`src/dmn_pkg.sv`:
```
// Shared types and constants for the distributed mutex node.
// Used by dmn_peer_check, dmn_ctrl and distributed_mutex_node_top; no dependencies.
package dmn_pkg;

  // Group and field sizing
  localparam int unsigned MaxNodes = 16;
  localparam int unsigned NodeW    = 4;
  localparam int unsigned SeqW     = 16;
  localparam int unsigned CountW   = 5;
  localparam int unsigned RunW     = 4;

  // Configuration register indexes
  localparam logic CFG_OWN_NODE_ID = 1'b0;
  localparam logic CFG_NODE_COUNT  = 1'b1;

  typedef enum logic [1:0] {
    REQ_PEER_REQUEST = 2'd0,
    REQ_PEER_REPLY   = 2'd1,
    REQ_ENTER        = 2'd2,
    REQ_RELEASE      = 2'd3
  } req_type_e;

  typedef enum logic [1:0] {
    MSG_REQ   = 2'd0,
    MSG_RPL   = 2'd1,
    MSG_GRANT = 2'd2
  } msg_kind_e;

  typedef struct packed {
    logic [1:0]       req_type;
    logic [NodeW-1:0] peer_node;
    logic [SeqW-1:0]  peer_sequence;
  } req_t;

  typedef struct packed {
    logic [1:0]       message_kind;
    logic [NodeW-1:0] dest_node;
    logic [SeqW-1:0]  message_sequence;
    logic             last_of_run;
  } res_t;

  // Group view handed to the membership checker
  typedef struct packed {
    logic [NodeW-1:0]  own_id;
    logic [CountW-1:0] peer_count;
  } grp_t;

endpackage

```
`src/distributed_mutex_node_top.sv`:
```
// Distributed mutex node: one node of a Ricart-Agrawala mutual exclusion group.
//
// Usage:
//   Events enter on req_i when start_i is high and busy_o is low: a peer
//   request, a peer reply, a local enter wish or a local release.
//   Outgoing messages leave on result_o, each valid for exactly one cycle
//   while result_valid_o is high; last_of_run marks the final one of an
//   event. The receiver cannot stall; every strobe is a transaction.
//   Config: cfg_we_i writes cfg_wdata_i to register cfg_idx_i (0 own node
//   id, 1 node count). Write only while busy_o is low and no message is due.
// Sequencing and throughput:
//   A peer request or reply is handled in the idle state; its message, if
//   any, shows in the next cycle and busy_o stays low. An enter wish (taken
//   only when not requesting) or a release walks all 16 node ids through
//   the shared membership comparator, one per cycle, then drains the held
//   message, or grants at once when there are no peers; busy_o is high for
//   the walk and the drain. Messages leave at most one per cycle.
// Reset: clears all protocol state and deferred peers, own id 0, node
//   count 1. Depends on dmn_pkg, dmn_peer_check and dmn_ctrl.
module distributed_mutex_node_top (
  input  logic                          clk_i,
  input  logic                          rst_ni,
  input  logic                          start_i,
  input  dmn_pkg::req_t                 req_i,
  output logic                          busy_o,
  input  logic                          cfg_we_i,
  input  logic                          cfg_idx_i,
  input  logic [dmn_pkg::CountW-1:0]    cfg_wdata_i,
  output logic                          result_valid_o,
  output dmn_pkg::res_t                 result_o
);

  dmn_pkg::grp_t              grp;
  logic [dmn_pkg::NodeW-1:0]  node_sel;
  logic                       is_peer;

  // Shared membership comparator
  dmn_peer_check u_peer_check (
    .grp_i     (grp),
    .node_i    (node_sel),
    .is_peer_o (is_peer)
  );

  // Sequencer and protocol state
  dmn_ctrl u_ctrl (
    .clk_i          (clk_i),
    .rst_ni         (rst_ni),
    .start_i        (start_i),
    .req_i          (req_i),
    .cfg_we_i       (cfg_we_i),
    .cfg_idx_i      (cfg_idx_i),
    .cfg_wdata_i    (cfg_wdata_i),
    .is_peer_i      (is_peer),
    .grp_o          (grp),
    .node_sel_o     (node_sel),
    .busy_o         (busy_o),
    .result_valid_o (result_valid_o),
    .result_o       (result_o)
  );

endmodule

```
`src/dmn_peer_check.sv`:
```
// Shared membership comparator: tells whether a node id is a peer of the group.
// Depends on dmn_pkg.
module dmn_peer_check (
  input  dmn_pkg::grp_t                grp_i,
  input  logic [dmn_pkg::NodeW-1:0]    node_i,
  output logic                         is_peer_o
);

  logic [dmn_pkg::NodeW-1:0] rank;

  // Peers are ranked by id with the own id squeezed out
  always_comb begin
    rank = (node_i < grp_i.own_id) ? node_i : node_i - dmn_pkg::NodeW'(1);
    is_peer_o = (node_i != grp_i.own_id) &&
                ({1'b0, rank} < grp_i.peer_count);
  end

endmodule

```
`src/dmn_ctrl.sv`:
```
// Sequencer and protocol state of the mutex node: config registers, sequences,
// deferred peers and the result register. Depends on dmn_pkg; takes dmn_peer_check's result.
module dmn_ctrl (
  input  logic                          clk_i,
  input  logic                          rst_ni,
  input  logic                          start_i,
  input  dmn_pkg::req_t                 req_i,
  input  logic                          cfg_we_i,
  input  logic                          cfg_idx_i,
  input  logic [dmn_pkg::CountW-1:0]    cfg_wdata_i,
  input  logic                          is_peer_i,
  output dmn_pkg::grp_t                 grp_o,
  output logic [dmn_pkg::NodeW-1:0]     node_sel_o,
  output logic                          busy_o,
  output logic                          result_valid_o,
  output dmn_pkg::res_t                 result_o
);

  typedef enum logic [1:0] {
    ST_IDLE,
    ST_SCAN,
    ST_FLUSH
  } state_e;

  localparam logic [dmn_pkg::NodeW-1:0] LastIdx = dmn_pkg::NodeW'(dmn_pkg::MaxNodes - 1);
  localparam logic [dmn_pkg::RunW-1:0]  RunCap  = '1;
  localparam logic [dmn_pkg::SeqW-1:0]  SeqMax  = '1;

  state_e                        state_q, state_d;
  logic [dmn_pkg::NodeW-1:0]     own_id_q, own_id_d;
  logic [dmn_pkg::CountW-1:0]    node_count_q, node_count_d;
  logic [dmn_pkg::SeqW-1:0]      highest_q, highest_d;
  logic [dmn_pkg::SeqW-1:0]      own_seq_q, own_seq_d;
  logic                          requesting_q, requesting_d;
  logic [dmn_pkg::CountW-1:0]    outstanding_q, outstanding_d;
  logic [dmn_pkg::MaxNodes-1:0]  deferred_q, deferred_d;
  logic                          enter_mode_q, enter_mode_d;
  logic [dmn_pkg::NodeW-1:0]     idx_q, idx_d;
  logic [dmn_pkg::RunW-1:0]      run_cnt_q, run_cnt_d;
  logic                          pend_valid_q, pend_valid_d;
  dmn_pkg::res_t                 pend_q, pend_d;
  logic                          res_valid_q, res_valid_d;
  dmn_pkg::res_t                 res_q, res_d;
  logic [dmn_pkg::CountW-1:0]    group_size;
  logic                          scan_hit;
  dmn_pkg::res_t                 scan_res;

  // Clamp the group size to 1..MaxNodes
  always_comb begin
    if (node_count_q == '0) begin
      group_size = dmn_pkg::CountW'(1);
    end else if (node_count_q > dmn_pkg::CountW'(dmn_pkg::MaxNodes)) begin
      group_size = dmn_pkg::CountW'(dmn_pkg::MaxNodes);
    end else begin
      group_size = node_count_q;
    end
  end

  assign grp_o.own_id     = own_id_q;
  assign grp_o.peer_count = group_size - dmn_pkg::CountW'(1);
  assign node_sel_o       = (state_q == ST_IDLE) ? req_i.peer_node : idx_q;
  assign busy_o           = (state_q != ST_IDLE);
  assign result_valid_o   = res_valid_q;
  assign result_o         = res_q;

  // Build the message for the current scan position
  always_comb begin
    scan_res.dest_node   = idx_q;
    scan_res.last_of_run = 1'b0;
    if (enter_mode_q) begin
      scan_res.message_kind     = dmn_pkg::MSG_REQ;
      scan_res.message_sequence = own_seq_q;
      scan_hit                  = is_peer_i;
    end else begin
      scan_res.message_kind     = dmn_pkg::MSG_RPL;
      scan_res.message_sequence = '0;
      scan_hit                  = deferred_q[idx_q] && (run_cnt_q != RunCap);
    end
  end

  // Next-state logic
  always_comb begin
    state_d       = state_q;
    own_id_d      = own_id_q;
    node_count_d  = node_count_q;
    highest_d     = highest_q;
    own_seq_d     = own_seq_q;
    requesting_d  = requesting_q;
    outstanding_d = outstanding_q;
    deferred_d    = deferred_q;
    enter_mode_d  = enter_mode_q;
    idx_d         = idx_q;
    run_cnt_d     = run_cnt_q;
    pend_valid_d  = pend_valid_q;
    pend_d        = pend_q;
    res_valid_d   = 1'b0;
    res_d         = res_q;

    // Configuration writes
    if (cfg_we_i) begin
      unique case (cfg_idx_i)
        dmn_pkg::CFG_OWN_NODE_ID: own_id_d     = cfg_wdata_i[dmn_pkg::NodeW-1:0];
        dmn_pkg::CFG_NODE_COUNT:  node_count_d = cfg_wdata_i;
        default: ;
      endcase
    end

    unique case (state_q)
      ST_IDLE: begin
        if (start_i) begin
          unique case (req_i.req_type)
            dmn_pkg::REQ_PEER_REQUEST: begin
              if (is_peer_i) begin
                if (req_i.peer_sequence > highest_q) begin
                  highest_d = req_i.peer_sequence;
                end
                if (requesting_q &&
                    ((req_i.peer_sequence > own_seq_q) ||
                     ((req_i.peer_sequence == own_seq_q) &&
                      (req_i.peer_node > own_id_q)))) begin
                  deferred_d[req_i.peer_node] = 1'b1;
                end else begin
                  res_valid_d            = 1'b1;
                  res_d.message_kind     = dmn_pkg::MSG_RPL;
                  res_d.dest_node        = req_i.peer_node;
                  res_d.message_sequence = '0;
                  res_d.last_of_run      = 1'b1;
                end
              end
            end
            dmn_pkg::REQ_PEER_REPLY: begin
              if (is_peer_i && requesting_q && (outstanding_q != '0)) begin
                outstanding_d = outstanding_q - dmn_pkg::CountW'(1);
                if (outstanding_q == dmn_pkg::CountW'(1)) begin
                  res_valid_d            = 1'b1;
                  res_d.message_kind     = dmn_pkg::MSG_GRANT;
                  res_d.dest_node        = own_id_q;
                  res_d.message_sequence = '0;
                  res_d.last_of_run      = 1'b1;
                end
              end
            end
            dmn_pkg::REQ_ENTER: begin
              if (!requesting_q) begin
                requesting_d  = 1'b1;
                own_seq_d     = (highest_q == SeqMax) ? SeqMax
                                                      : highest_q + dmn_pkg::SeqW'(1);
                highest_d     = own_seq_d;
                outstanding_d = group_size - dmn_pkg::CountW'(1);
                enter_mode_d  = 1'b1;
                idx_d         = '0;
                run_cnt_d     = '0;
                pend_valid_d  = 1'b0;
                state_d       = ST_SCAN;
              end
            end
            dmn_pkg::REQ_RELEASE: begin
              requesting_d  = 1'b0;
              outstanding_d = '0;
              enter_mode_d  = 1'b0;
              idx_d         = '0;
              run_cnt_d     = '0;
              pend_valid_d  = 1'b0;
              state_d       = ST_SCAN;
            end
            default: ;
          endcase
        end
      end

      // Walk one id per cycle; hold one message back to know which is last
      ST_SCAN: begin
        if (!enter_mode_q) begin
          deferred_d[idx_q] = 1'b0;
        end
        if (scan_hit) begin
          if (pend_valid_q) begin
            res_valid_d = 1'b1;
            res_d       = pend_q;
          end
          pend_valid_d = 1'b1;
          pend_d       = scan_res;
          run_cnt_d    = run_cnt_q + dmn_pkg::RunW'(1);
        end
        idx_d = idx_q + dmn_pkg::NodeW'(1);
        if (idx_q == LastIdx) begin
          state_d = ST_FLUSH;
        end
      end

      // Drain the held message, or grant at once when there are no peers
      ST_FLUSH: begin
        if (enter_mode_q && (outstanding_q == '0)) begin
          res_valid_d            = 1'b1;
          res_d.message_kind     = dmn_pkg::MSG_GRANT;
          res_d.dest_node        = own_id_q;
          res_d.message_sequence = '0;
          res_d.last_of_run      = 1'b1;
        end else if (pend_valid_q) begin
          res_valid_d       = 1'b1;
          res_d             = pend_q;
          res_d.last_of_run = 1'b1;
        end
        pend_valid_d = 1'b0;
        state_d      = ST_IDLE;
      end

      default: state_d = ST_IDLE;
    endcase
  end

  // State and registered outputs
  always_ff @(posedge clk_i or negedge rst_ni) begin
    if (!rst_ni) begin
      state_q       <= ST_IDLE;
      own_id_q      <= '0;
      node_count_q  <= dmn_pkg::CountW'(1);
      highest_q     <= '0;
      own_seq_q     <= '0;
      requesting_q  <= 1'b0;
      outstanding_q <= '0;
      deferred_q    <= '0;
      enter_mode_q  <= 1'b0;
      idx_q         <= '0;
      run_cnt_q     <= '0;
      pend_valid_q  <= 1'b0;
      res_valid_q   <= 1'b0;
    end else begin
      state_q       <= state_d;
      own_id_q      <= own_id_d;
      node_count_q  <= node_count_d;
      highest_q     <= highest_d;
      own_seq_q     <= own_seq_d;
      requesting_q  <= requesting_d;
      outstanding_q <= outstanding_d;
      deferred_q    <= deferred_d;
      enter_mode_q  <= enter_mode_d;
      idx_q         <= idx_d;
      run_cnt_q     <= run_cnt_d;
      pend_valid_q  <= pend_valid_d;
      res_valid_q   <= res_valid_d;
    end
  end

  // Payload registers
  always_ff @(posedge clk_i) begin
    pend_q <= pend_d;
    res_q  <= res_d;
  end

  // Replies can only be outstanding while requesting
  assert property (@(posedge clk_i) disable iff (!rst_ni)
    !requesting_q |-> (outstanding_q == '0))
    else $error("replies outstanding while not requesting");

  // Messages that leave during the walk are never the last of the run
  assert property (@(posedge clk_i) disable iff (!rst_ni)
    (state_q == ST_SCAN) && res_valid_q |-> !res_q.last_of_run)
    else $error("last_of_run flagged during the peer walk");

  // A fresh enter wish starts the walk
  assert property (@(posedge clk_i) disable iff (!rst_ni)
    (state_q == ST_IDLE) && start_i && (req_i.req_type == dmn_pkg::REQ_ENTER) &&
    !requesting_q |=> (state_q == ST_SCAN) && requesting_q)
    else $error("enter wish did not start the walk");

  // An enter wish while requesting produces nothing
  assert property (@(posedge clk_i) disable iff (!rst_ni)
    (state_q == ST_IDLE) && start_i && (req_i.req_type == dmn_pkg::REQ_ENTER) &&
    requesting_q |=> !res_valid_q && (state_q == ST_IDLE))
    else $error("repeated enter wish produced activity");

endmodule
```
`config.mk`:
```
export PLATFORM = sky130hd
export DESIGN_NAME = distributed_mutex_node_top
export DESIGN_NICKNAME = d
export VERILOG_FILES = /design/src/dmn_pkg.sv /design/src/distributed_mutex_node_top.sv /design/src/dmn_peer_check.sv /design/src/dmn_ctrl.sv
export SDC_FILE = /design/constraint.sdc
export NUM_CORES = 1
export LEC_CHECK = 0
export ABC_AREA = 1
export ABC_CLOCK_PERIOD_IN_PS = 6490
export BUFFER_PORTS_ARGS = -buffer_cell sky130_fd_sc_hd__buf_2
export CAP_MARGIN = 20
export CORE_MARGIN = 3
export CORE_UTILIZATION = 60
export CTS_BUF_LIST = sky130_fd_sc_hd__clkbuf_16
export CTS_CLUSTER_DIAMETER = 150
export DETAILED_ROUTE_END_ITERATION = 10
export PLACE_DENSITY = 0.8
export SYNTH_ARGS = -nofsm -noshare
export SYNTH_HDL_FRONTEND = slang
export SYNTH_SLANG_ARGS = --single-unit
```
`constraint.sdc`:
```
create_clock -name clk_i -period 6.49 [get_ports clk_i]
set_clock_uncertainty 0.15 [all_clocks]
set_input_delay 0 -clock clk_i [delete_from_list [all_inputs] [get_ports clk_i]]
set_output_delay 0 -clock clk_i [all_outputs]
set_load 0.05 [all_outputs]
```
==> flow_metrics.py <==
metrics = {
    "status": {
        "status": "completed",
    },
    "timing": {
        "setup_viol": 0,
        "max-slew-margin-rel": 0.2935,
        "period_needed_ns": 4.454,
        "fmax_mhz": 224.5,
        "final_hold_viol_count": 0,
        "setup-tns-final_ns": 0,
        "worst_slew_pin_slew_ns": 1.060,
        "post-route-period-util": 0.6863,
        "slew_violations": 0,
        "postLayoutSetupSlackWorst_ns": 2.036,
        "rsz0062_at_grt": "no",
    },
    "placed_design": {
        "port_buffers": 56,
        "place_ws_ns": 1.741,
        "place_congestion": 0.9292,
        "dpl_cell_area_um2": 8051,
        "post-place-cells": 1216,
        "dpl.hpwl_mm": 13.19,
    },
    "final_layout": {
        "layout_commonest_cell": "nand2_1",
        "layout_common_cells": "nand2_1, inv_1, nor2_1, o21ai_0, dfrtp_1",
        "multiInputGateArea_um2": 3737,
        "syn2layout_area_growth_pct": 18.50,
        "fin_cells": 1287,
        "nets": 1197,
        "regArea_um2": 3224,
        "fill_cells": 952,
        "stdcell_area_um2": 9072,
        "layout-drive-gt1-share": 0.1019,
        "diodes": 0,
    },
    "critical_path": {
        "r2r_cells": 20,
        "arrival_ns": 4.61,
        "cp_max_fo": 17,
        "reg2reg_from": "u_ctrl.state_q[0]",
        "worstSetupStartpointType": "flip-flop",
        "end_kind": "flip-flop",
        "r2r-end": "u_ctrl.highest_q[13]",
        "criticalPathCategory": "reg2reg",
        "critical_path_required_ns": 6.65,
        "r2r_slack_ns": 2.04,
    },
    "clock_network": {
        "cts_hold_buffers": 38,
        "cts_max_path_buffers": 2,
        "cts_setup_buffers": 0,
        "cts_sinks": 120,
        "htreeDepth": 4,
        "cts_resized": 0,
        "cts_buffers": 17,
        "path_clk_slew_ns": 0.06,
        "clock_latency_ns": 0.43,
        "cts_tree": "built",
        "root_buffer": "clkbuf_16",
    },
    "detailed_routing": {
        "drc": 0,
        "wl_per_cell_um": 15.18,
        "vias": 7053,
        "drt-total-wl_mm": 19.54,
        "ant_nets": 0,
        "dr.pass1.iters": 5,
        "drt_iter0_drc": 996,
        "viasPerCell": 5.480,
    },
    "logic_synthesis": {
        "ys_types": 41,
        "synth_ff_type": "dfrtp_1",
        "yosysSeqAreaShare": 0.4211,
        "synth-edff-count": 44,
        "synth_warnings": 0,
        "ys_seq_elements": 120,
        "netlist_area_um2": 7656,
        "async_flop_share": 0.6333,
        "avgSynthCellArea_um2": 7.528,
        "synth_cells": 1017,
        "syn-num-nets": 1108,
    },
    "global_route": {
        "first_global_vias": 6321,
        "grt_max_degree": 77,
        "use_met3": 0.06980,
        "grtUsageMet2": 0.4007,
        "grt_remaining_overflow": 0,
        "grt_pass1_wl_mm": 31.68,
        "track_usage": 0.2839,
        "top_usage_layer": "met1",
        "antenna_found_initial": 0,
        "grtUsageMet1": 0.4315,
    },
    "power_and_ir_drop": {
        "internal-power_uw": 2422,
        "p_leak_uw": 0.004592,
        "clockPowerShare": 0.227,
        "netSwitchingPower_uw": 2029,
        "combPwrFrac": 0.460,
        "power_frac_seq": 0.313,
        "p_per_area_nw_per_um2": 490.6,
        "p_sw_frac": 0.4559,
        "vdd_ir_drop_max_v": 0.0002850,
    },
    "min_path": {
        "min_to": "u_ctrl.deferred_q[8]",
        "hold_class": "in2reg",
        "min-delay-start": "req_i[16]",
        "hold_depth": 6,
    },
    "die": {
        "io_pins": 57,
        "initial_core_util": 0.6244,
        "coreArea_um2": 12260,
        "die_h_um": 119.0,
        "std_cell_rows": 40,
        "die_x_um": 119.0,
        "fp.dieArea_um2": 14150,
    },
    "run": {
        "maxCapViolCount": 0,
    },
}
[cell families (layout without fill, tap and decap cells)]
logic type	count (synthesis)	after routing	share of synthesized area
AND/OR/NAND/NOR	470	470	0.2545
adder cells (fa/ha/maj)	59	59	0.09642
XOR/XNOR	10	10	0.01144
flip-flops	120	120	0.4211
AO/OA/AOI/OAI	176	176	0.1255
buffers and inverters	182	284	0.09103
[power groups by stage]
stage               clock, µW  sequential, µW  combinational (µW)
floorplan                   0            1600                1280
finish                   1010            1390                2050
detailed placement          0            1400                1960
global placement            0            1390                1920
global route             1040            1440                2300
CTS                      1020            1390                2000
[worst max path at each step]
stage / startpoint / to / slack (ns)
global placement: u_ctrl.state_q[1] / u_ctrl.result_o[11] / 1.82
finish: u_ctrl.state_q[0] / u_ctrl.highest_q[13] / 2.04
floorplan: u_ctrl.state_q[1] / u_ctrl.result_o[0] / 1.86
global route: u_ctrl.state_q[0] / u_ctrl.highest_q[13] / 1.54
CTS: u_ctrl.state_q[0] / u_ctrl.result_o[12] / 1.72
detailed placement: u_ctrl.state_q[0] / u_ctrl.result_o[15] / 1.74
[state kept, by name (all words and copies together) (netlist names)]
register,count
u_ctrl.result_o,23
u_ctrl.pend_q,21
u_ctrl.deferred_q,16
u_ctrl.highest_q,16
u_ctrl.own_seq_q,16
u_ctrl.node_count_q,5
u_ctrl.outstanding_q,5
u_ctrl.idx_q,4
u_ctrl.own_id_q,4
u_ctrl.run_cnt_q,4
u_ctrl.state_q,2
u_ctrl.enter_mode_q,1
u_ctrl.pend_valid_q,1
u_ctrl.requesting_q,1
u_ctrl.result_valid_o,1
[metrics by stage]
step           hold WS (ns)  total power (µW)  utilization
6_report            0.03355              4451       0.7399
5_1_grt             0.07436              4779       0.7399
4_1_cts             0.01483              4409       0.7387
3_5_place_dp        0.08096              3353       0.6566
3_3_place_gp        0.07884              3314       0.6566
2_1_floorplan       -0.4456              2883            -
[routing by layer]
metal | part of all wire | vias to the layer above
met5 | 0 | -
met4 | 0.015 | 0
li1 | - | 3485
met3 | 0.098 | 32
met1 | 0.46 | 3172
met2 | 0.42 | 364
[cells in the mapped netlist, types with 2 or more instances]
cell,n,share of area
nand2_1,275,0.13
inv_1,142,0.070
nor2_1,97,0.048
o21ai_0,90,0.059
dfrtp_1,75,0.25
ha_1,59,0.096
nand3_1,51,0.033
edfxtp_1,44,0.17
a21oi_1,37,0.024
nand4_1,23,0.019
clkbuf_1,21,0.010
o21ai_1,20,0.013
nor3_1,13,0.0085
inv_2,12,0.0059
o211ai_1,11,0.011
xor2_1,8,0.0092
a31oi_1,4,0.0033
o21bai_1,3,0.0029
a22oi_1,2,0.0020
buf_1,2,0.00098
buf_2,2,0.0013
nand2_2,2,0.0016
nand3_2,2,0.0026
nand3b_1,2,0.0020
o21a_1,2,0.0020
o22ai_1,2,0.0016
xnor2_1,2,0.0023
[cell type report]
| class | instances | area share |
|---|---|---|
| inverter | 155 | 0.06413 |
| sequential | 120 | 0.3554 |
| tap | 168 | 0.02317 |
| timing repair buffer | 97 | 0.07640 |
| clock buffer | 17 | 0.04689 |
| multi-input combinational | 715 | 0.4119 |
| clock inverter | 15 | 0.02207 |
[critical path, stage by stage, from the launching register on]
cell and delay (ns):
dfrtp_1 0.43, inv_1 0.10, ha_1 0.49, o21ai_0 0.31, ha_1 0.36, nand2_1 0.07, nand2_1 0.04, nand2_1 0.07
nand2_1 0.12, nand3_1 0.11, xor2_1 0.15, inv_1 0.06, ha_1 0.28, nand4_1 0.09, nand3_1 0.08, nor2_1 0.15
nand2_2 0.10, nand2_1 0.48, nand3_2 0.43, nand2_1 0.18, nand2_1 0.06
Power figures use the tool's default switching activity.
